==> config.mk <==
export PLATFORM = sky130hd
export DESIGN_NAME = tiny_risc_instruction_execute_core
export DESIGN_NICKNAME = d
export VERILOG_FILES = /design/src/design/tirisc_pkg.sv /design/src/design/tirisc_regfile.sv /design/src/design/tiny_risc_instruction_execute_core.sv
export SDC_FILE = /design/constraint.sdc
export NUM_CORES = 2
export LEC_CHECK = 0
export ABC_CLOCK_PERIOD_IN_PS = 8700
export BUFFER_PORTS_ARGS = -buffer_cell sky130_fd_sc_hd__buf_2
export CAP_MARGIN = 15
export CORE_ASPECT_RATIO = 2
export CORE_MARGIN = 1
export CORE_UTILIZATION = 50
export CTS_CLUSTER_DIAMETER = 120
export DETAILED_ROUTE_END_ITERATION = 12
export MAX_ROUTING_LAYER = met4
export PLACE_DENSITY = 0.7
export SYNTH_ARGS = -nofsm -noshare
export SYNTH_HDL_FRONTEND = slang
export SYNTH_SLANG_ARGS = --single-unit
==> constraint.sdc <==
create_clock -name clk -period 8.7 [get_ports clk]
set_input_delay 0.87 -clock clk [delete_from_list [all_inputs] [get_ports clk]]
set_output_delay 0.87 -clock clk [all_outputs]
set_load 0.1 [all_outputs]
==> src/design/tirisc_pkg.sv <==
// Package for the tiny integer execute core: opcodes, field widths,
// register file port types and immediate helpers. No dependencies.
`default_nettype none

package tirisc_pkg;

    localparam int XLEN       = 32;
    localparam int NUM_REGS   = 32;
    localparam int RADDR_W    = 5;
    localparam int OPC_W      = 7;

    localparam logic [OPC_W-1:0] OP_ADD  = 7'd1;
    localparam logic [OPC_W-1:0] OP_ADDI = 7'd2;
    localparam logic [OPC_W-1:0] OP_BEQ  = 7'd3;
    localparam logic [OPC_W-1:0] OP_BLTU = 7'd4;
    localparam logic [OPC_W-1:0] OP_CALL = 7'd5;
    localparam logic [OPC_W-1:0] OP_J    = 7'd6;
    localparam logic [OPC_W-1:0] OP_LI   = 7'd7;
    localparam logic [OPC_W-1:0] OP_LUI  = 7'd8;
    localparam logic [OPC_W-1:0] OP_MV   = 7'd9;

    // registers reported by a call
    localparam logic [RADDR_W-1:0] REG_CALL_IDX = 5'd11;
    localparam logic [RADDR_W-1:0] REG_CALL_RES = 5'd12;
    localparam logic [RADDR_W-1:0] REG_ZERO     = 5'd0;

    localparam logic [XLEN-1:0] PC_STEP    = 32'd4;
    localparam logic [XLEN-1:0] UIMM_MASK  = 32'hffff_f000;

    typedef struct packed {
        logic               en;
        logic [RADDR_W-1:0] addr_a;
        logic [RADDR_W-1:0] addr_b;
    } rf_rd_t;

    typedef struct packed {
        logic               en;
        logic [RADDR_W-1:0] addr;
        logic [XLEN-1:0]    data;
    } rf_wr_t;

    function automatic logic [XLEN-1:0] sext_imm12(input logic [XLEN-1:0] w);
        return {{20{w[31]}}, w[31:20]};
    endfunction

    function automatic logic [XLEN-1:0] branch_offs(input logic [XLEN-1:0] w);
        return {{19{w[31]}}, w[31:20], 1'b0};
    endfunction

    function automatic logic [XLEN-1:0] jump_offs(input logic [XLEN-1:0] w);
        return {{11{w[31]}}, w[31:12], 1'b0};
    endfunction

endpackage

`default_nettype wire

==> src/design/tirisc_regfile.sv <==
// Register file: 32 x 32 synchronous memory, two registered read ports,
// one write port, per-entry valid bits and write-to-read forwarding.
// Depends on tirisc_pkg.
`default_nettype none

module tirisc_regfile (
    input  wire logic                   clk,
    input  wire logic                   rst_n,
    input  wire tirisc_pkg::rf_rd_t     rd_req,
    input  wire tirisc_pkg::rf_wr_t     wr_req,
    output logic [tirisc_pkg::XLEN-1:0] rd_data_a,
    output logic [tirisc_pkg::XLEN-1:0] rd_data_b
);

    logic [tirisc_pkg::XLEN-1:0]     rf_mem [tirisc_pkg::NUM_REGS];
    logic [tirisc_pkg::NUM_REGS-1:0] vld_reg;

    logic [tirisc_pkg::XLEN-1:0] mem_a_reg;
    logic [tirisc_pkg::XLEN-1:0] mem_b_reg;
    logic                        vld_a_reg;
    logic                        vld_b_reg;
    logic                        hit_a_reg;
    logic                        hit_b_reg;
    logic [tirisc_pkg::XLEN-1:0] fwd_reg;

    // entries never written read as zero
    always_ff @(posedge clk or negedge rst_n)
    begin
        if (!rst_n)
        begin
            vld_reg <= '0;
        end
        else if (wr_req.en)
        begin
            vld_reg[wr_req.addr] <= 1'b1;
        end
    end

    always_ff @(posedge clk)
    begin
        if (wr_req.en)
        begin
            rf_mem[wr_req.addr] <= wr_req.data;
        end
        if (rd_req.en)
        begin
            mem_a_reg <= rf_mem[rd_req.addr_a];
            mem_b_reg <= rf_mem[rd_req.addr_b];
            vld_a_reg <= vld_reg[rd_req.addr_a];
            vld_b_reg <= vld_reg[rd_req.addr_b];
            // read in the same cycle as a write sees old data: catch it here
            hit_a_reg <= wr_req.en && (wr_req.addr == rd_req.addr_a);
            hit_b_reg <= wr_req.en && (wr_req.addr == rd_req.addr_b);
            fwd_reg   <= wr_req.data;
        end
    end

    always_comb
    begin
        if (hit_a_reg)
            rd_data_a = fwd_reg;
        else if (vld_a_reg)
            rd_data_a = mem_a_reg;
        else
            rd_data_a = '0;

        if (hit_b_reg)
            rd_data_b = fwd_reg;
        else if (vld_b_reg)
            rd_data_b = mem_b_reg;
        else
            rd_data_b = '0;
    end

endmodule

`default_nettype wire

==> src/design/tiny_risc_instruction_execute_core.sv <==
// Top level of the tiny integer execute core: read stage, execute stage and
// output register around the register file. Depends on tirisc_pkg and
// tirisc_regfile.
`default_nettype none

// One instruction word goes in per input beat and one result beat comes out
// for it. The core sustains one beat per clock unless out_stall holds the
// output register: an instruction is accepted in the read stage, where its
// two register-file reads are issued on the accepting edge, and is executed
// in the following cycle, when the read data arrives from the memory; the
// result lands in the output register when the execute stage advances. The
// read stage is there because register file memory reads are registered.
// Each instruction needs at most two register reads (rs1/rs2, rd/rs1 for
// branches, or registers 11 and 12 for a call), chosen from the opcode as
// the word arrives. A write by the instruction in the execute stage is
// forwarded to a read issued in the same cycle, so back-to-back dependent
// instructions see each other's results. Registers reset to zero through
// per-entry valid bits; there is no clearing pass. After reset the
// program counter behind fetch_addr starts at zero; once an illegal
// opcode retires, halted stays high, the fetch address freezes and later
// instructions are consumed without effect. in_stall rises only while the
// execute stage holds a result that the output register cannot take.

module tiny_risc_instruction_execute_core (
    input  wire logic        clk,
    input  wire logic        rst_n,
    input  wire logic        in_valid,
    output logic             in_stall,
    input  wire logic [31:0] instr_word,
    output logic             out_valid,
    input  wire logic        out_stall,
    output logic [31:0]      fetch_addr,
    output logic             halted,
    output logic             call_event,
    output logic [31:0]      call_index_value,
    output logic [31:0]      call_result_value
);

    localparam int XLEN    = tirisc_pkg::XLEN;
    localparam int OPC_W   = tirisc_pkg::OPC_W;
    localparam int RADDR_W = tirisc_pkg::RADDR_W;

    logic in_accept;
    logic s1_go;

    // read stage decode
    logic [OPC_W-1:0]   in_opc;
    tirisc_pkg::rf_rd_t rd_req;
    tirisc_pkg::rf_wr_t wr_req;

    logic [XLEN-1:0] op_a;
    logic [XLEN-1:0] op_b;

    // execute stage
    logic            s1_valid_reg;
    logic [XLEN-1:0] s1_instr_reg;

    logic [OPC_W-1:0]   s1_opc;
    logic [RADDR_W-1:0] s1_rd;

    // architectural state outside the register file
    logic [XLEN-1:0] pc_reg;
    logic [XLEN-1:0] pc_next;
    logic            halt_reg;
    logic            halt_next;

    logic            wr_want;
    logic [XLEN-1:0] wr_data;
    logic            call_hit;
    logic [XLEN-1:0] pc_inc;
    logic [XLEN-1:0] pc_br;
    logic [XLEN-1:0] pc_jmp;

    // output register
    logic            out_valid_reg;
    logic [XLEN-1:0] out_fetch_reg;
    logic            out_halted_reg;
    logic            out_call_reg;
    logic [XLEN-1:0] out_cidx_reg;
    logic [XLEN-1:0] out_cres_reg;

    assign s1_go     = s1_valid_reg && (!out_valid_reg || !out_stall);
    assign in_stall  = s1_valid_reg && !s1_go;
    assign in_accept = in_valid && !in_stall;

    // pick the two read addresses from the incoming opcode
    assign in_opc = instr_word[6:0];

    always_comb
    begin
        rd_req.en = in_accept;
        unique case (in_opc) inside
            tirisc_pkg::OP_BEQ, tirisc_pkg::OP_BLTU:
            begin
                rd_req.addr_a = instr_word[11:7];
                rd_req.addr_b = instr_word[16:12];
            end
            tirisc_pkg::OP_CALL:
            begin
                rd_req.addr_a = tirisc_pkg::REG_CALL_IDX;
                rd_req.addr_b = tirisc_pkg::REG_CALL_RES;
            end
            default:
            begin
                rd_req.addr_a = instr_word[16:12];
                rd_req.addr_b = instr_word[21:17];
            end
        endcase
    end

    tirisc_regfile u_regfile (
        .clk       (clk),
        .rst_n     (rst_n),
        .rd_req    (rd_req),
        .wr_req    (wr_req),
        .rd_data_a (op_a),
        .rd_data_b (op_b)
    );

    always_ff @(posedge clk or negedge rst_n)
    begin
        if (!rst_n)
        begin
            s1_valid_reg <= 1'b0;
        end
        else if (in_accept)
        begin
            s1_valid_reg <= 1'b1;
        end
        else if (s1_go)
        begin
            s1_valid_reg <= 1'b0;
        end
    end

    always_ff @(posedge clk)
    begin
        if (in_accept)
        begin
            s1_instr_reg <= instr_word;
        end
    end

    // execute
    assign s1_opc = s1_instr_reg[6:0];
    assign s1_rd  = s1_instr_reg[11:7];
    assign pc_inc = pc_reg + tirisc_pkg::PC_STEP;
    assign pc_br  = pc_reg + tirisc_pkg::branch_offs(s1_instr_reg);
    assign pc_jmp = pc_reg + tirisc_pkg::jump_offs(s1_instr_reg);

    always_comb
    begin
        pc_next   = pc_inc;
        halt_next = 1'b0;
        wr_want   = 1'b0;
        wr_data   = op_a;
        call_hit  = 1'b0;
        unique case (s1_opc)
            tirisc_pkg::OP_ADD:
            begin
                wr_want = 1'b1;
                wr_data = op_a + op_b;
            end
            tirisc_pkg::OP_ADDI:
            begin
                wr_want = 1'b1;
                wr_data = op_a + tirisc_pkg::sext_imm12(s1_instr_reg);
            end
            tirisc_pkg::OP_BEQ:
            begin
                if (op_a == op_b)
                    pc_next = pc_br;
            end
            tirisc_pkg::OP_BLTU:
            begin
                if (op_a < op_b)
                    pc_next = pc_br;
            end
            tirisc_pkg::OP_CALL:
            begin
                call_hit = 1'b1;
            end
            tirisc_pkg::OP_J:
            begin
                pc_next = pc_jmp;
            end
            tirisc_pkg::OP_LI:
            begin
                wr_want = 1'b1;
                wr_data = tirisc_pkg::sext_imm12(s1_instr_reg);
            end
            tirisc_pkg::OP_LUI:
            begin
                wr_want = 1'b1;
                wr_data = s1_instr_reg & tirisc_pkg::UIMM_MASK;
            end
            tirisc_pkg::OP_MV:
            begin
                wr_want = 1'b1;
                wr_data = op_a;
            end
            default:
            begin
                halt_next = 1'b1;
            end
        endcase
    end

    // writes to register zero are dropped; nothing retires once halted
    always_comb
    begin
        wr_req.en   = s1_go && !halt_reg && wr_want && (s1_rd != tirisc_pkg::REG_ZERO);
        wr_req.addr = s1_rd;
        wr_req.data = wr_data;
    end

    always_ff @(posedge clk or negedge rst_n)
    begin
        if (!rst_n)
        begin
            pc_reg   <= '0;
            halt_reg <= 1'b0;
        end
        else if (s1_go && !halt_reg)
        begin
            pc_reg   <= pc_next;
            halt_reg <= halt_next;
        end
    end

    always_ff @(posedge clk or negedge rst_n)
    begin
        if (!rst_n)
        begin
            out_valid_reg <= 1'b0;
        end
        else if (s1_go)
        begin
            out_valid_reg <= 1'b1;
        end
        else if (!out_stall)
        begin
            out_valid_reg <= 1'b0;
        end
    end

    always_ff @(posedge clk)
    begin
        if (s1_go)
        begin
            if (halt_reg)
            begin
                out_fetch_reg  <= pc_reg;
                out_halted_reg <= 1'b1;
                out_call_reg   <= 1'b0;
                out_cidx_reg   <= '0;
                out_cres_reg   <= '0;
            end
            else
            begin
                out_fetch_reg  <= pc_next;
                out_halted_reg <= halt_next;
                out_call_reg   <= call_hit;
                out_cidx_reg   <= call_hit ? op_a : '0;
                out_cres_reg   <= call_hit ? op_b : '0;
            end
        end
    end

    assign out_valid         = out_valid_reg;
    assign fetch_addr        = out_fetch_reg;
    assign halted            = out_halted_reg;
    assign call_event        = out_call_reg;
    assign call_index_value  = out_cidx_reg;
    assign call_result_value = out_cres_reg;

endmodule

`default_nettype wire

* Word level (Yosys, flattened, before mapping)
Memories as Yosys holds them, arrays and structs flattened. A register that Yosys moved wholly into a read port is not among the register bits.
Index checks and enable logic that the tools add are counted.
W data, S select, Z words.
** Storage, ports and cells
- Register bits :: 233
- Bits in writable memories :: 1024
- Input bits :: 36
- Output and inout bits :: 100
- Word-level logic and storage cells :: 91
- Memories :: 1
** Memory list
- u_regfile.rf_mem :: depth 32, bits a word 32, rd ports 2, clocked after Yosys merged registers in 2, write ports 1, line tirisc_regfile.sv:15 : logic [tirisc_pkg::XLEN-1:0] rf_mem [tirisc_pkg::NUM_REGS];
** Operators by class
- $add $sub $neg :: 5
- Magnitude comparators :: 5
- Eq/ne operators :: 16
- Mux-type cells :: 25
- Bitwise operators :: 2
- Reductions and logical operators :: 21
** Operators with widths (count)
- $mux W32 :: 7
- $add A32 B32 Y32 :: 4
- $pmux W32 S4 :: 1
- $pmux W32 S3 :: 1
- $eq A7 B3 Y1 const B :: 6
- $add A32 B3 Y32 const B :: 1
- $eq A32 B32 Y1 :: 1
- $lt A32 B32 Y1 :: 1
- $or A32 B32 Y32 :: 1
- $eq A7 B2 Y1 const B :: 3
- $pmux W10 S2 :: 1
- $lt A5 B6 Y1 const B :: 3
- $eq A7 B4 Y1 const B :: 2
- $mux W1 :: 12
- $bmux W1 S5 :: 2
- $eq A5 B5 Y1 :: 2
- $logic_and A1 B1 Y1 :: 9
- $reduce_or A9 Y1 :: 1
- $eq A7 B1 Y1 const B :: 1
- $demux W1 S5 :: 1
- $ge A5 B1 Y1 const B :: 1
- $logic_not A1 Y1 :: 5
- $reduce_bool A5 Y1 :: 1
- $reduce_or A5 Y1 :: 1
- other kinds (5) :: 6

* Depth between registers and ports, before layout
- Word-level depth :: 8
- Depth in mapped cells :: 19

* By module
From an unflattened synthesis, not the netlist that was laid out.
** Unflattened totals
- Cells, all modules :: 5171
- Area total of the unflattened synthesis :: 67713.7 sq um
** Modules (own cells, without submodules)
- tirisc_regfile :: times used 1, cells an instance 3731, area each 54238.3 sq um, sequential area each 34553.1 sq um
- tiny_risc_instruction_execute_core :: times used 1, cells an instance 1440, area each 13475.4 sq um, sequential area each 4724.5 sq um

* Least setup slack after synthesis
No wires, ideal clock.
- Path kind :: input-to-reg
- From :: input out_stall
- To :: memory u_regfile.rf_mem[20][0] (netlist name), enable pin
- Library setup time :: 0.462 ns
- Data arrival time :: 6.629 ns
- Data required time :: 8.238 ns
- Path slack :: 1.608 ns
- Cell stages on the path :: 6
- Path buffers :: 0
- Cells stage by stage :: nand2_1 > and2_1 > nor2b_1 > nand3_1 > or3_1 > nor3_1
** Between the ends
- Cells in the longest elaborated chain, start to end :: 8
** Ends and longest elaborated chain
- from (decl) :: line tiny_risc_instruction_execute_core.sv:31 : input wire logic out_stall,
- $logic_not A1 Y1
- $logic_or A1 B1 Y1 :: line tiny_risc_instruction_execute_core.sv:82 : assign s1_go = s1_valid_reg && (!out_valid_reg || !out_stall);
- $logic_and A1 B1 Y1 :: line tiny_risc_instruction_execute_core.sv:82
- via s1_go :: line tiny_risc_instruction_execute_core.sv:44 : logic s1_go;
- $logic_and A1 B1 Y1 (3 in a row) :: line tiny_risc_instruction_execute_core.sv:212 : wr_req.en = s1_go && !halt_reg && wr_want && (s1_rd != tirisc_pkg::REG_ZERO);
- $mux W1 :: line tirisc_regfile.sv:41 : if (wr_req.en)
- $mux W1 (not written as such) :: line tirisc_regfile.sv:43 : rf_mem[wr_req.addr] <= wr_req.data;
- to (decl) :: line tirisc_regfile.sv:15
The timed path passes the listed nets, and every way through them passes these cells.

==> reports/qor.txt <==
status -> completed
routability cong. -> 0.994
Worst Reg-to-Reg Cells -> 17
Max Fclk -> 0.160 GHz
Top reg by flops -> u_regfile.rf_mem
cell internal pwr -> 10800 uW
buffers plus inverters on the worst setup path -> 1
crit path DAT -> 6.41 ns
die width -> 264 um
Min-Delay Path Class -> input port to flop
number of I/O pins -> 136
DR vias/cell -> 6.86
Sum Neg Setup Slack -> 0 ns
Layout area overhead -> 9.34%
Leak -> 0.0270 uW
hold path depth -> 1
WP data required -> 8.87 ns
Remaining DRCs -> 0
switching part of the total -> 28.1%
cts hold-fix bufs -> 0
routed via count -> 57053
commonest cells after routing, fill and taps aside -> nand2_1, edfxtp_1, nand3_1
Hold Path Origin -> instr_word[29]
hold path endpoint -> s1_instr_reg[29]
postcts setup bufs -> 0
count of cell types in the netlist -> 80
syn_area_per_cell -> 10.4 sq um
DR WL/cell -> 29.7 um
Synth Flop Type -> edfxtp_1
Inst Count DP -> 8073
starting density of the core -> 50.3%
clock root cell -> clkbuf_16
final hold slack -> 0.281 ns
ys async rst share -> 5.00%
Post-CTS Resized -> 0
# setup viols final -> 0
Comb pwr share -> 15.3%
CTS clk-pin slew, worst paths -> 0.07 ns
sequential group share of total power -> 48.7%
DRT Pass-1 Iters -> 8
largest net degree at the start of global routing -> 191
Sequential Area -> 39300 sq um
maxcap violations -> 0
Core ar. -> 137000 sq um
CTS tree -> built
slowest stage delay, CP -> 0.76 ns
Net Sw Power -> 4220 uW
layout cells sized above 1 -> 9.56%
antenna violations before repair -> 10
Yosys reg bits -> 1319
Period Utilization, post-route -> 71.7%
slowest CP cell -> nand3_1
Post-layout nets -> 6610
total gr overflow -> 0
RSZ-0062 raised after global routing -> no
Post-DP HPWL -> 144 mm
pwr dens -> 200 nW/um^2
clock buffer depth -> 3
Slew HR -> 18.0%
I/O Buffers -> 134
Post-DRT Antenna Nets -> 0
Ys Warns -> 0
share of the yosys chip area belonging to registers -> 57.1%
placed cell areas -> 71000 sq um
Crit Path Max Fanout -> 33
final instance area -> 75100 sq um
Post-synth EDFFs -> 1253
Slew @ Worst Pin -> 1.23 ns
Mapped Area -> 68700 sq um
CP endpoint kind -> flop
FF-to-FF End -> u_regfile.rf_mem[1][24]
R2R Setup Slk -> 2.46 ns
power share of the clock group -> 36.0%
crit start category -> flop
minimum clock period -> 6.24 ns
pins over their slew limit -> 0
CTS Sinks -> 1319
worst vdd ir -> 143 uV
CTS H-Tree Depth -> 3
CTS Buf Count -> 113
R2R Path Start -> s1_instr_reg[5]
Post-Layout Cell Count -> 8315
final WL -> 247 mm
critical path class -> flop to flop
total track usage -> 35.6%
first-pass GRT wire length -> 355 mm
vias in the first global route -> 54869
post-layout util -> 55.0%
# fillers -> 11377
die height -> 526 um
1st-iter DRT viols -> 7426
Final Hold Fails -> 0
Post-Syn Instances -> 6578
skew final -> 0.0429 ns
row count -> 192
CP delay by family, top -> simple AND/OR/NAND/NOR gates
most common cell after layout, fill and taps aside -> nand2_1
worst skew pair latency -> 0.76 ns
flip-flop count of the largest register after layout -> 1024
cells along the critical path -> or3_1, nor2_1, nand3_2, a21oi_1, ha_1, inv_1, fa_1, nor2b_1, o21ai_0, nand2b_1, a31oi_1, o211ai_1, a31o_2, a211oi_1, o21ai_0, a31o_2, nand3_1
Die Area -> 139000 sq um
multi-input logic area -> 27500 sq um
cells by family (layout without fill, tap and decap cells):
logic type | after synthesis | count (layout) | synth area share [%]
simple gates | 2857 | 2857 | 18.5
mux | 48 | 48 | 0.776
other cells | 1 | 45 | 0.00546
compound gates | 1549 | 1549 | 16.3
buf+inv | 589 | 536 | 3.77
flops | 1319 | 1319 | 57.1
xor+xnor | 98 | 98 | 1.25
fa+ha+maj | 117 | 117 | 2.16
stage by stage:
step	setup slack [ns]	power, uW
after floorplan	1.61	8960
after global placement	2.50	9630
after detailed placement	2.54	9660
after CTS	2.53	14900
after global routing	2.07	15400
final	2.46	15000
synthesized netlist by cell type (19+ instances only):
cell type | count | area share, %
and3_1 | 147 | 1.3
inv_1 | 49 | 0.27
o311ai_0 | 35 | 0.45
nand4_1 | 25 | 0.23
a22o_1 | 22 | 0.28
xnor2_1 | 56 | 0.71
a311oi_1 | 330 | 4.2
nand2b_1 | 19 | 0.17
buf_4 | 19 | 0.21
nor2b_1 | 31 | 0.28
a211oi_1 | 370 | 4.0
and2_0 | 77 | 0.70
o31ai_1 | 37 | 0.40
and2_1 | 197 | 1.8
edfxtp_1 | 1253 | 55
a31oi_1 | 143 | 1.3
nand2_1 | 1681 | 9.2
a21oi_1 | 243 | 1.8
o22ai_1 | 25 | 0.23
ha_1 | 113 | 2.1
nor2_1 | 174 | 0.95
nand3_1 | 395 | 2.9
nor3_1 | 31 | 0.23
buf_2 | 154 | 1.1
a22oi_1 | 56 | 0.61
mux2_2 | 42 | 0.69
o221ai_1 | 22 | 0.28
dfrtp_1 | 66 | 2.4
buf_1 | 31 | 0.17
or2_2 | 39 | 0.35
o21ai_0 | 78 | 0.57
clkbuf_1 | 318 | 1.7
xor2_1 | 42 | 0.54
a21o_1 | 88 | 0.96
cell type report:
cell class	instances	share of cell area (%)
clock buffers	131	3.88
clock inverters	83	1.27
multi-input cells	4702	36.6
flip-flops and latches	1319	52.3
inverters	49	0.245
well taps	1746	2.91
diodes	12	0.0400
repair buffers	273	2.75
worst reg2reg max path, delay by kind of cell (launching register included):
kind | cells | cell delay [ns]
and+or+nand+nor | 6 | 2.33
DFF | 1 | 0.39
AOI/OAI and AO/OA | 8 | 2.25
adders and majority gates | 2 | 0.64
buffers and inverters | 1 | 0.07
worst max-delay path by stage:
stage | start | end | slack (ns) | depth (start not counted)
3_3_place_gp | s1_instr_reg[5] | u_regfile.rf_mem[3][22] | 2.50 | 18
2_1_floorplan | out_stall | u_regfile.rf_mem[20][0] | 1.61 | 6
4_1_cts | s1_instr_reg[5] | u_regfile.rf_mem[28][22] | 2.53 | 18
5_1_grt | s1_instr_reg[5] | u_regfile.fwd_reg[24] | 2.07 | 18
6_report | s1_instr_reg[5] | u_regfile.rf_mem[1][24] | 2.46 | 17
3_5_place_dp | s1_instr_reg[5] | u_regfile.rf_mem[3][22] | 2.54 | 18
power groups by stage:
| stage | Sequential [uW] | Clock (uW) | Combinational (uW) |
|---|---|---|---|
| 2_1_floorplan | 7630 | 0 | 1320 |
| 3_3_place_gp | 7450 | 0 | 2170 |
| 3_5_place_dp | 7450 | 0 | 2210 |
| 4_1_cts | 7320 | 5420 | 2210 |
| 5_1_grt | 7320 | 5620 | 2430 |
| 6_report | 7320 | 5410 | 2300 |
per-layer routing:
metal	wire length [um]	vias up	global-route usage, %
li1	-	24317	-
met3	25400	1111	6.86
met2	120000	3852	57.9
met4	21600	0	27.1
met1	80100	27773	38.4
met5	0	-	-
Note: power is estimated with default switching activity, not from simulation.
